## src/sha1bsh_pkg.sv

```systemverilog
// Package for the SHA-1 byte stream hasher: controller/datapath command and
// status types, state encoding, and the fixed SHA-1 constants.
// No dependencies.
package sha1bsh_pkg;

    // SHA-1 initial chaining words
    localparam logic [31:0] IV_H0 = 32'h67452301;
    localparam logic [31:0] IV_H1 = 32'hEFCDAB89;
    localparam logic [31:0] IV_H2 = 32'h98BADCFE;
    localparam logic [31:0] IV_H3 = 32'h10325476;
    localparam logic [31:0] IV_H4 = 32'hC3D2E1F0;

    // Round constants, one per group of twenty rounds
    localparam logic [31:0] K_CH   = 32'h5A827999;
    localparam logic [31:0] K_PAR1 = 32'h6ED9EBA1;
    localparam logic [31:0] K_MAJ  = 32'h8F1BBCDC;
    localparam logic [31:0] K_PAR2 = 32'hCA62C1D6;

    localparam logic [7:0] PAD_MARK_BYTE = 8'h80;

    localparam int unsigned NUM_WORDS  = 5;

    localparam logic [2:0] LAST_WORD_IDX = 3'd4;
    localparam logic [6:0] LAST_ROUND    = 7'd79;
    localparam logic [6:0] ROUND_PAR1    = 7'd20;
    localparam logic [6:0] ROUND_MAJ     = 7'd40;
    localparam logic [6:0] ROUND_PAR2    = 7'd60;

    typedef enum logic [3:0] {
        ST_IDLE,
        ST_PAD_MARK,
        ST_PAD_ZERO,
        ST_PAD_LEN,
        ST_LOAD,
        ST_ROUND,
        ST_ADD,
        ST_OUT
    } state_t;

    // Source of the byte shifted into the block window
    typedef enum logic [1:0] {
        SRC_DATA,
        SRC_MARK,
        SRC_ZERO,
        SRC_LEN
    } byte_src_t;

    // Round function group
    typedef enum logic [1:0] {
        PH_CH,
        PH_PAR1,
        PH_MAJ,
        PH_PAR2
    } phase_t;

    typedef struct packed {
        logic      push;
        byte_src_t src;
        logic      len_load;
        logic      vars_load;
        logic      round_en;
        phase_t    phase;
        logic      chain_add;
        logic      init;
        logic [2:0] word_idx;
    } cmd_t;

    typedef struct packed {
        logic fill_last;   // 63 bytes buffered, next push completes a block
        logic fill_at56;   // 56 bytes buffered, room left only for the length
    } sts_t;

endpackage

```

## src/sha1bsh_ctrl.sv

```systemverilog
// Controller for the SHA-1 byte stream hasher: sequences byte intake,
// padding, the 80 compression rounds and digest delivery.
// Depends on sha1bsh_pkg.
module sha1bsh_ctrl (
    input  logic                clk,
    input  logic                rst_n,
    input  logic                item_valid,
    output logic                item_ready,
    input  logic                byte_valid,
    input  logic                message_end,
    output logic                digest_valid,
    input  logic                digest_ready,
    output logic [2:0]          word_index,
    output logic                last_word,
    output sha1bsh_pkg::cmd_t   cmd,
    input  sha1bsh_pkg::sts_t   sts
);

    sha1bsh_pkg::state_t state_reg, state_next;
    sha1bsh_pkg::state_t ret_reg, ret_next;
    logic [6:0] rnd_reg, rnd_next;
    logic [2:0] idx_reg, idx_next;

    logic item_take;
    logic out_take;

    assign item_take = item_valid && (state_reg == sha1bsh_pkg::ST_IDLE);
    assign out_take  = digest_ready && (state_reg == sha1bsh_pkg::ST_OUT);

    always_ff @(posedge clk or negedge rst_n)
    begin
        if (!rst_n)
        begin
            state_reg <= sha1bsh_pkg::ST_IDLE;
            ret_reg   <= sha1bsh_pkg::ST_IDLE;
            rnd_reg   <= '0;
            idx_reg   <= '0;
        end
        else
        begin
            state_reg <= state_next;
            ret_reg   <= ret_next;
            rnd_reg   <= rnd_next;
            idx_reg   <= idx_next;
        end
    end

    // Next state
    always_comb
    begin
        state_next = state_reg;
        ret_next   = ret_reg;
        rnd_next   = rnd_reg;
        idx_next   = idx_reg;
        case (state_reg)
            sha1bsh_pkg::ST_IDLE:
            begin
                if (item_take)
                begin
                    if (byte_valid && sts.fill_last)
                    begin
                        state_next = sha1bsh_pkg::ST_LOAD;
                        ret_next   = message_end ? sha1bsh_pkg::ST_PAD_MARK
                                                 : sha1bsh_pkg::ST_IDLE;
                    end
                    else if (message_end)
                    begin
                        state_next = sha1bsh_pkg::ST_PAD_MARK;
                    end
                end
            end
            sha1bsh_pkg::ST_PAD_MARK:
            begin
                if (sts.fill_last)
                begin
                    state_next = sha1bsh_pkg::ST_LOAD;
                    ret_next   = sha1bsh_pkg::ST_PAD_ZERO;
                end
                else
                begin
                    state_next = sha1bsh_pkg::ST_PAD_ZERO;
                end
            end
            sha1bsh_pkg::ST_PAD_ZERO:
            begin
                if (sts.fill_at56)
                begin
                    state_next = sha1bsh_pkg::ST_PAD_LEN;
                end
                else if (sts.fill_last)
                begin
                    state_next = sha1bsh_pkg::ST_LOAD;
                    ret_next   = sha1bsh_pkg::ST_PAD_ZERO;
                end
            end
            sha1bsh_pkg::ST_PAD_LEN:
            begin
                if (sts.fill_last)
                begin
                    state_next = sha1bsh_pkg::ST_LOAD;
                    ret_next   = sha1bsh_pkg::ST_OUT;
                end
            end
            sha1bsh_pkg::ST_LOAD:
            begin
                rnd_next   = '0;
                state_next = sha1bsh_pkg::ST_ROUND;
            end
            sha1bsh_pkg::ST_ROUND:
            begin
                rnd_next = rnd_reg + 7'd1;
                if (rnd_reg == sha1bsh_pkg::LAST_ROUND)
                begin
                    state_next = sha1bsh_pkg::ST_ADD;
                end
            end
            sha1bsh_pkg::ST_ADD:
            begin
                state_next = ret_reg;
            end
            sha1bsh_pkg::ST_OUT:
            begin
                if (out_take)
                begin
                    if (idx_reg == sha1bsh_pkg::LAST_WORD_IDX)
                    begin
                        idx_next   = '0;
                        state_next = sha1bsh_pkg::ST_IDLE;
                    end
                    else
                    begin
                        idx_next = idx_reg + 3'd1;
                    end
                end
            end
            default:
            begin
                state_next = sha1bsh_pkg::ST_IDLE;
            end
        endcase
    end

    // Outputs
    always_comb
    begin
        cmd           = '0;
        cmd.src       = sha1bsh_pkg::SRC_DATA;
        cmd.phase     = sha1bsh_pkg::PH_CH;
        cmd.word_idx  = idx_reg;
        item_ready    = 1'b0;
        digest_valid  = 1'b0;
        case (state_reg)
            sha1bsh_pkg::ST_IDLE:
            begin
                item_ready = 1'b1;
                cmd.push   = item_take && byte_valid;
            end
            sha1bsh_pkg::ST_PAD_MARK:
            begin
                cmd.push     = 1'b1;
                cmd.src      = sha1bsh_pkg::SRC_MARK;
                cmd.len_load = 1'b1;
            end
            sha1bsh_pkg::ST_PAD_ZERO:
            begin
                cmd.push = !sts.fill_at56;
                cmd.src  = sha1bsh_pkg::SRC_ZERO;
            end
            sha1bsh_pkg::ST_PAD_LEN:
            begin
                cmd.push = 1'b1;
                cmd.src  = sha1bsh_pkg::SRC_LEN;
            end
            sha1bsh_pkg::ST_LOAD:
            begin
                cmd.vars_load = 1'b1;
            end
            sha1bsh_pkg::ST_ROUND:
            begin
                cmd.round_en = 1'b1;
                if (rnd_reg < sha1bsh_pkg::ROUND_PAR1)
                    cmd.phase = sha1bsh_pkg::PH_CH;
                else if (rnd_reg < sha1bsh_pkg::ROUND_MAJ)
                    cmd.phase = sha1bsh_pkg::PH_PAR1;
                else if (rnd_reg < sha1bsh_pkg::ROUND_PAR2)
                    cmd.phase = sha1bsh_pkg::PH_MAJ;
                else
                    cmd.phase = sha1bsh_pkg::PH_PAR2;
            end
            sha1bsh_pkg::ST_ADD:
            begin
                cmd.chain_add = 1'b1;
            end
            sha1bsh_pkg::ST_OUT:
            begin
                digest_valid = 1'b1;
                cmd.init     = out_take && (idx_reg == sha1bsh_pkg::LAST_WORD_IDX);
            end
            default:
            begin
                cmd = '0;
            end
        endcase
    end

    assign word_index = idx_reg;
    assign last_word  = (idx_reg == sha1bsh_pkg::LAST_WORD_IDX);

endmodule

```

## src/sha1bsh_dp.sv

```systemverilog
// Datapath for the SHA-1 byte stream hasher: 512-bit block window that also
// serves as the rolling message schedule, round variables, chaining value,
// byte counters and the length shifter. Depends on sha1bsh_pkg.
module sha1bsh_dp (
    input  logic                clk,
    input  logic                rst_n,
    input  logic [7:0]          data_byte,
    input  sha1bsh_pkg::cmd_t   cmd,
    output sha1bsh_pkg::sts_t   sts,
    output logic [31:0]         digest_word
);

    logic [511:0] win_reg, win_next;
    logic [63:0]  len_reg, len_next;
    logic [5:0]   fill_reg, fill_next;
    logic [60:0]  total_reg, total_next;
    logic [31:0]  chain_reg [sha1bsh_pkg::NUM_WORDS];
    logic [31:0]  var_reg   [sha1bsh_pkg::NUM_WORDS];

    logic [7:0]  push_byte;
    logic [31:0] w_x;
    logic [31:0] w_new;
    logic [31:0] a, b, c, d, e;
    logic [31:0] f_val, k_val, t_val;

    // Byte source
    always_comb
    begin
        case (cmd.src)
            sha1bsh_pkg::SRC_DATA: push_byte = data_byte;
            sha1bsh_pkg::SRC_MARK: push_byte = sha1bsh_pkg::PAD_MARK_BYTE;
            sha1bsh_pkg::SRC_ZERO: push_byte = 8'h00;
            sha1bsh_pkg::SRC_LEN:  push_byte = len_reg[63:56];
            default:               push_byte = 8'h00;
        endcase
    end

    // Oldest word at the top; next schedule word from taps 13, 8, 2 and 0
    assign w_x   = win_reg[95:64] ^ win_reg[255:224] ^ win_reg[447:416]
                 ^ win_reg[511:480];
    assign w_new = {w_x[30:0], w_x[31]};

    always_comb
    begin
        win_next = win_reg;
        if (cmd.push)
            win_next = {win_reg[503:0], push_byte};
        else if (cmd.round_en)
            win_next = {win_reg[479:0], w_new};
    end

    always_comb
    begin
        len_next = len_reg;
        if (cmd.len_load)
            len_next = {total_reg, 3'b000};
        else if (cmd.push && (cmd.src == sha1bsh_pkg::SRC_LEN))
            len_next = {len_reg[55:0], 8'h00};
    end

    always_comb
    begin
        fill_next  = fill_reg;
        total_next = total_reg;
        if (cmd.init)
        begin
            fill_next  = '0;
            total_next = '0;
        end
        else if (cmd.push)
        begin
            fill_next = fill_reg + 6'd1;
            if (cmd.src == sha1bsh_pkg::SRC_DATA)
                total_next = total_reg + 61'd1;
        end
    end

    // Round function
    assign a = var_reg[0];
    assign b = var_reg[1];
    assign c = var_reg[2];
    assign d = var_reg[3];
    assign e = var_reg[4];

    always_comb
    begin
        case (cmd.phase)
            sha1bsh_pkg::PH_CH:
            begin
                f_val = (b & c) | (~b & d);
                k_val = sha1bsh_pkg::K_CH;
            end
            sha1bsh_pkg::PH_PAR1:
            begin
                f_val = b ^ c ^ d;
                k_val = sha1bsh_pkg::K_PAR1;
            end
            sha1bsh_pkg::PH_MAJ:
            begin
                f_val = (b & c) | (b & d) | (c & d);
                k_val = sha1bsh_pkg::K_MAJ;
            end
            sha1bsh_pkg::PH_PAR2:
            begin
                f_val = b ^ c ^ d;
                k_val = sha1bsh_pkg::K_PAR2;
            end
            default:
            begin
                f_val = '0;
                k_val = '0;
            end
        endcase
    end

    assign t_val = {a[26:0], a[31:27]} + f_val + e + k_val + win_reg[511:480];

    always_ff @(posedge clk)
    begin
        win_reg <= win_next;
        len_reg <= len_next;
        if (cmd.vars_load)
        begin
            for (int i = 0; i < sha1bsh_pkg::NUM_WORDS; i++)
                var_reg[i] <= chain_reg[i];
        end
        else if (cmd.round_en)
        begin
            var_reg[0] <= t_val;
            var_reg[1] <= a;
            var_reg[2] <= {b[1:0], b[31:2]};
            var_reg[3] <= c;
            var_reg[4] <= d;
        end
    end

    always_ff @(posedge clk or negedge rst_n)
    begin
        if (!rst_n)
        begin
            fill_reg     <= '0;
            total_reg    <= '0;
            chain_reg[0] <= sha1bsh_pkg::IV_H0;
            chain_reg[1] <= sha1bsh_pkg::IV_H1;
            chain_reg[2] <= sha1bsh_pkg::IV_H2;
            chain_reg[3] <= sha1bsh_pkg::IV_H3;
            chain_reg[4] <= sha1bsh_pkg::IV_H4;
        end
        else
        begin
            fill_reg  <= fill_next;
            total_reg <= total_next;
            if (cmd.init)
            begin
                chain_reg[0] <= sha1bsh_pkg::IV_H0;
                chain_reg[1] <= sha1bsh_pkg::IV_H1;
                chain_reg[2] <= sha1bsh_pkg::IV_H2;
                chain_reg[3] <= sha1bsh_pkg::IV_H3;
                chain_reg[4] <= sha1bsh_pkg::IV_H4;
            end
            else if (cmd.chain_add)
            begin
                for (int i = 0; i < sha1bsh_pkg::NUM_WORDS; i++)
                    chain_reg[i] <= chain_reg[i] + var_reg[i];
            end
        end
    end

    assign sts.fill_last = (fill_reg == 6'd63);
    assign sts.fill_at56 = (fill_reg == 6'd56);

    always_comb
    begin
        case (cmd.word_idx)
            3'd0:    digest_word = chain_reg[0];
            3'd1:    digest_word = chain_reg[1];
            3'd2:    digest_word = chain_reg[2];
            3'd3:    digest_word = chain_reg[3];
            3'd4:    digest_word = chain_reg[4];
            default: digest_word = '0;
        endcase
    end

endmodule

```

## src/sha1_byte_stream_hasher.sv

```systemverilog
// Top level of the SHA-1 byte stream hasher: joins controller and datapath.
// Depends on sha1bsh_pkg, sha1bsh_ctrl and sha1bsh_dp.
//
//  Channel  | Handshake                    | Payload
//  ---------+------------------------------+------------------------------------
//  item     | item_valid / item_ready      | data_byte, byte_valid, message_end
//  digest   | digest_valid / digest_ready  | digest_word, word_index, last_word
//
// The 64th byte of a block starts a compression (vars load, 80 rounds at one per
// cycle, chain add) before intake resumes. Message end pads one byte per cycle
// outside compressions, with a pad-zero step that pushes nothing before the length
// bytes. Then the five digest words go out, h0 first; digest_ready low holds the
// current word. rst_n resets controller and counters and loads the chaining value
// with the IV; item_ready is high only when idle.
module sha1_byte_stream_hasher (
    input  logic        clk,
    input  logic        rst_n,
    input  logic        item_valid,
    output logic        item_ready,
    input  logic [7:0]  data_byte,
    input  logic        byte_valid,
    input  logic        message_end,
    output logic        digest_valid,
    input  logic        digest_ready,
    output logic [31:0] digest_word,
    output logic [2:0]  word_index,
    output logic        last_word
);

    sha1bsh_pkg::cmd_t cmd;
    sha1bsh_pkg::sts_t sts;

    // Sequence intake, padding, rounds and digest delivery
    sha1bsh_ctrl u_ctrl (
        .clk          (clk),
        .rst_n        (rst_n),
        .item_valid   (item_valid),
        .item_ready   (item_ready),
        .byte_valid   (byte_valid),
        .message_end  (message_end),
        .digest_valid (digest_valid),
        .digest_ready (digest_ready),
        .word_index   (word_index),
        .last_word    (last_word),
        .cmd          (cmd),
        .sts          (sts)
    );

    // Hold the block window, round state and chaining value
    sha1bsh_dp u_dp (
        .clk         (clk),
        .rst_n       (rst_n),
        .data_byte   (data_byte),
        .cmd         (cmd),
        .sts         (sts),
        .digest_word (digest_word)
    );

endmodule

```

## config.mk

```make
export PLATFORM = sky130hd
export DESIGN_NAME = sha1_byte_stream_hasher
export DESIGN_NICKNAME = d
export VERILOG_FILES = /design/src/sha1bsh_pkg.sv /design/src/sha1bsh_ctrl.sv /design/src/sha1bsh_dp.sv /design/src/sha1_byte_stream_hasher.sv
export SDC_FILE = /design/constraint.sdc
export NUM_CORES = 2
export LEC_CHECK = 0
export BUFFER_PORTS_ARGS = -buffer_cell sky130_fd_sc_hd__clkbuf_2
export CAP_MARGIN = 20
export CELL_PAD_IN_SITES_DETAIL_PLACEMENT = 0
export CELL_PAD_IN_SITES_GLOBAL_PLACEMENT = 2
export CORE_MARGIN = 2
export CORE_UTILIZATION = 42
export CTS_CLUSTER_DIAMETER = 50
export CTS_CLUSTER_SIZE = 30
export DETAILED_ROUTE_END_ITERATION = 8
export PLACE_DENSITY_LB_ADDON = 0.1
export REMOVE_ABC_BUFFERS = 1
export SLEW_MARGIN = 25
export SYNTH_ARGS = -nofsm -noshare
export SYNTH_HDL_FRONTEND = slang
export SYNTH_SLANG_ARGS = --single-unit
```

## constraint.sdc

```tcl
create_clock -name clk -period 19.6 [get_ports clk]
set_clock_uncertainty 0.2 [all_clocks]
set_input_delay 1.96 -clock clk [delete_from_list [all_inputs] [get_ports clk]]
set_output_delay 1.96 -clock clk [all_outputs]
set_load 0.01 [all_outputs]
```

==> results.cfg <==
[outcome]
outcome = completed

[clock_network]
post_cts_buffers = 0
cts_root_buf = clkbuf_16
clock_path_buffers = 3
ctsHtreeMaxLevel = 4
cts_hold_buf = 0
numCtsBuffers = 140
clk_latency_ns = 0.77
cts.sinks = 977
cts_resized = 0
path_clk_slew_ns = 0.06
cts_tree = built

[yosys]
synthDistinctLibCells = 78
ys_ff_latch = 977
syn-cell-area_mm2 = 0.0551
synthFlopType = edfxtp_1
synth_async_sr_flop_share_pct = 25.0
synth.avg_cell_area_um2 = 9.69
synthTopCellsByArea = edfxtp_1 40%, nand2_1 14%, dfrtp_1 7.4%, ha_1 5.3%, fa_1 4.5%
netlist_instances = 5691
synth_largest_area_cell = edfxtp_1
seq_area_frac_synth_pct = 51.2
synth_top_area_share_pct = 39.9
yosys-top-cells-count = 2,061 x nand2_1, 733 x edfxtp_1, 270 x o21ai_0
synth-edff-count = 733
synth_most_common_cell = nand2_1
yosys_warnings = 0

[timing]
slew_viol_final = 0
finalCritPeriodShare_pct = 46.9
fin_setup_tns_ns = 0
fmaxAchievable_mhz = 109
worst_pin_slew_ns = 1.12
fin_crit_ns = 9.20
setup_violations = 0
hold_violations = 0
rsz0062_at_grt = false
slew_headroom_pct = 24.5

[grt]
grt_remaining_overflow = 0
grt_pass1_vias = 40189
grt_max_degree = 225
grt_pass1_wl_mm = 246
grt.total_usage_pct = 23.8
antenna_found_initial = 4

[layout]
syn2layout_area_growth_pct = 12.3
drive_gt1_share_pct = 8.79
nFillCells = 12429
fin_cells = 7547
final_nets = 6056
largest_reg_flops = 512

[critical_path]
timing.rr.start = u_ctrl.state_reg[1]$_DFFE_PN0P_
cp_top_family = compound AO/OA/AOI/OAI gates
crit_required_ns = 19.87
cp.arrival_ns = 9.46
cp-start-kind = flip-flop
cpPeakStageDelay_ns = 0.76
crit_top_cell = o21ai_0
worstSetupStartpoint = u_ctrl.state_reg[1]$_DFFE_PN0P_
critPathKind = reg2reg
cp.buffers_inverters = 5
path_max_fanout = 85
cp-end-kind = flip-flop
critPathSlowestCell = and2_4

[power]
cellPowerDensity_mw_per_mm2 = 82.2
power.leakage_nw = 27.5
vdd_drop_max_v = 0.0000592
total_power_w = 0.00509

[detailed_routing]
detail_route.wl_per_cell_um = 21.3
vias = 40458
vias_per_cell = 5.36
drtPass1Iterations = 7
wl_mm = 160
ant_nets = 0
first_iter_violations = 3494
drc = 0

[die]
die_h_um = 366
dieArea_mm2 = 0.134
rows = 132
die_w_um = 366
start_util_pct = 42.4
core_mm2 = 0.130
io_pins = 52

[placement]
dp.cells = 7285
dp_hpwl_mm = 110
buffer_ports.inserted = 51
gp_congestion = 0.874

[min_path]
min_from = u_ctrl.ret_reg[2]$_DFFE_PN0P_
hold_path.class = reg2reg

[job]
maxCapViolations = 0
## worst register-to-register path, cell delays in order, from the launching register on
cell and delay (ns):
dfrtp_1 0.68, or2_2 0.56, inv_6 0.64, and2_4 0.80, o21ai_0 0.36, ha_2 0.36, buf_4 0.29, inv_1 0.37
a211oi_1 0.09, nor2_1 0.14, fa_1 0.43, inv_1 0.09, fa_1 0.44, fa_1 0.45, inv_1 0.08, ha_1 0.22
a21o_1 0.18, a21o_1 0.21, a2111oi_0 0.62, o21ai_0 0.33, a21oi_1 0.37, o21a_1 0.25, o21a_1 0.18, o21ai_0 0.10
a31oi_1 0.22, xor2_1 0.16, o21ai_0 0.08
## stage by stage
stage / area (um2) / util, % / hold WS [ns] / setup slack [ns]
2_1_floorplan: 54200 / - / 0.240 / -33.56
5_1_grt: 61900 / 47.6 / 0.323 / 9.80
3_5_place_dp: 57200 / 44.0 / 0.271 / 10.42
6_report: 61900 / 47.6 / 0.294 / 10.40
4_1_cts: 61900 / 47.6 / 0.284 / 10.39
3_3_place_gp: 57200 / 44.0 / 0.273 / 10.56
## kinds of logic after synthesis
kind of cell	Yosys count	share of synthesized area, %
simple gates	2592	19.0
fa+ha+maj	358	9.82
xor+xnor	310	4.92
buf+inv	481	3.30
other cells	1	0.00680
mux	62	1.25
compound gates	910	10.5
flops	977	51.2
## metal layers
metal	vias to the layer above	track usage (%)	share of wire, %
met5	-	0	0.024
met4	6	7.37	2.9
met1	19927	32.8	46
met2	841	38.5	47
met3	248	3.55	4.1
li1	19436	-	-
## power by group
| part | total, W | internal (W) | leakage [nW] | switching, W |
|---|---|---|---|---|
| combinational | 0.000209 | 0.0000703 | 15.3 | 0.000139 |
| clock | 0.00256 | 0.00150 | 2.26 | 0.00106 |
| sequential | 0.00232 | 0.00229 | 9.90 | 0.0000380 |
## final timing paths
kind	to	slack, ns	depth (start not counted)
max	u_dp.var_reg[0][30]$_DFFE_PP_	10.40	26
min	u_ctrl.ret_reg[2]$_DFFE_PN0P_	0.29	2
max reg2reg	u_dp.var_reg[0][30]$_DFFE_PP_	10.40	26
min reg2reg	u_ctrl.ret_reg[2]$_DFFE_PN0P_	0.29	2
max in group asynchronous	u_dp.chain_reg[89]$_DFFE_PN0P_	16.16	3
min in group asynchronous	u_dp.chain_reg[9]$_DFFE_PN0P_	1.00	1
## area by class of cell
class	count	area (um2)	area share (%)
well taps	1742	2180	3.52
clock inverters	99	1030	1.66
multi-input cells	4233	25200	40.7
diodes	2	5.00	0.00808
inverters	236	891	1.44
clock buffers	161	3700	5.98
flip-flops and latches	977	28200	45.6
repair buffers	97	676	1.09
## layout by cell type (no fill, tap or decap), types with 80 or more instances in the layout
cell type     n
nand2_1    2057
clkbuf_16   142
xor2_1      122
nor2_1      213
edfxtp_1    733
a21o_1       80
a21oi_1     223
inv_1       235
dfstp_2      80
fa_1        125
o21ai_0     269
xnor2_1     188
dfrtp_1     164
ha_1        230
(Power assumes the default switching activity.)
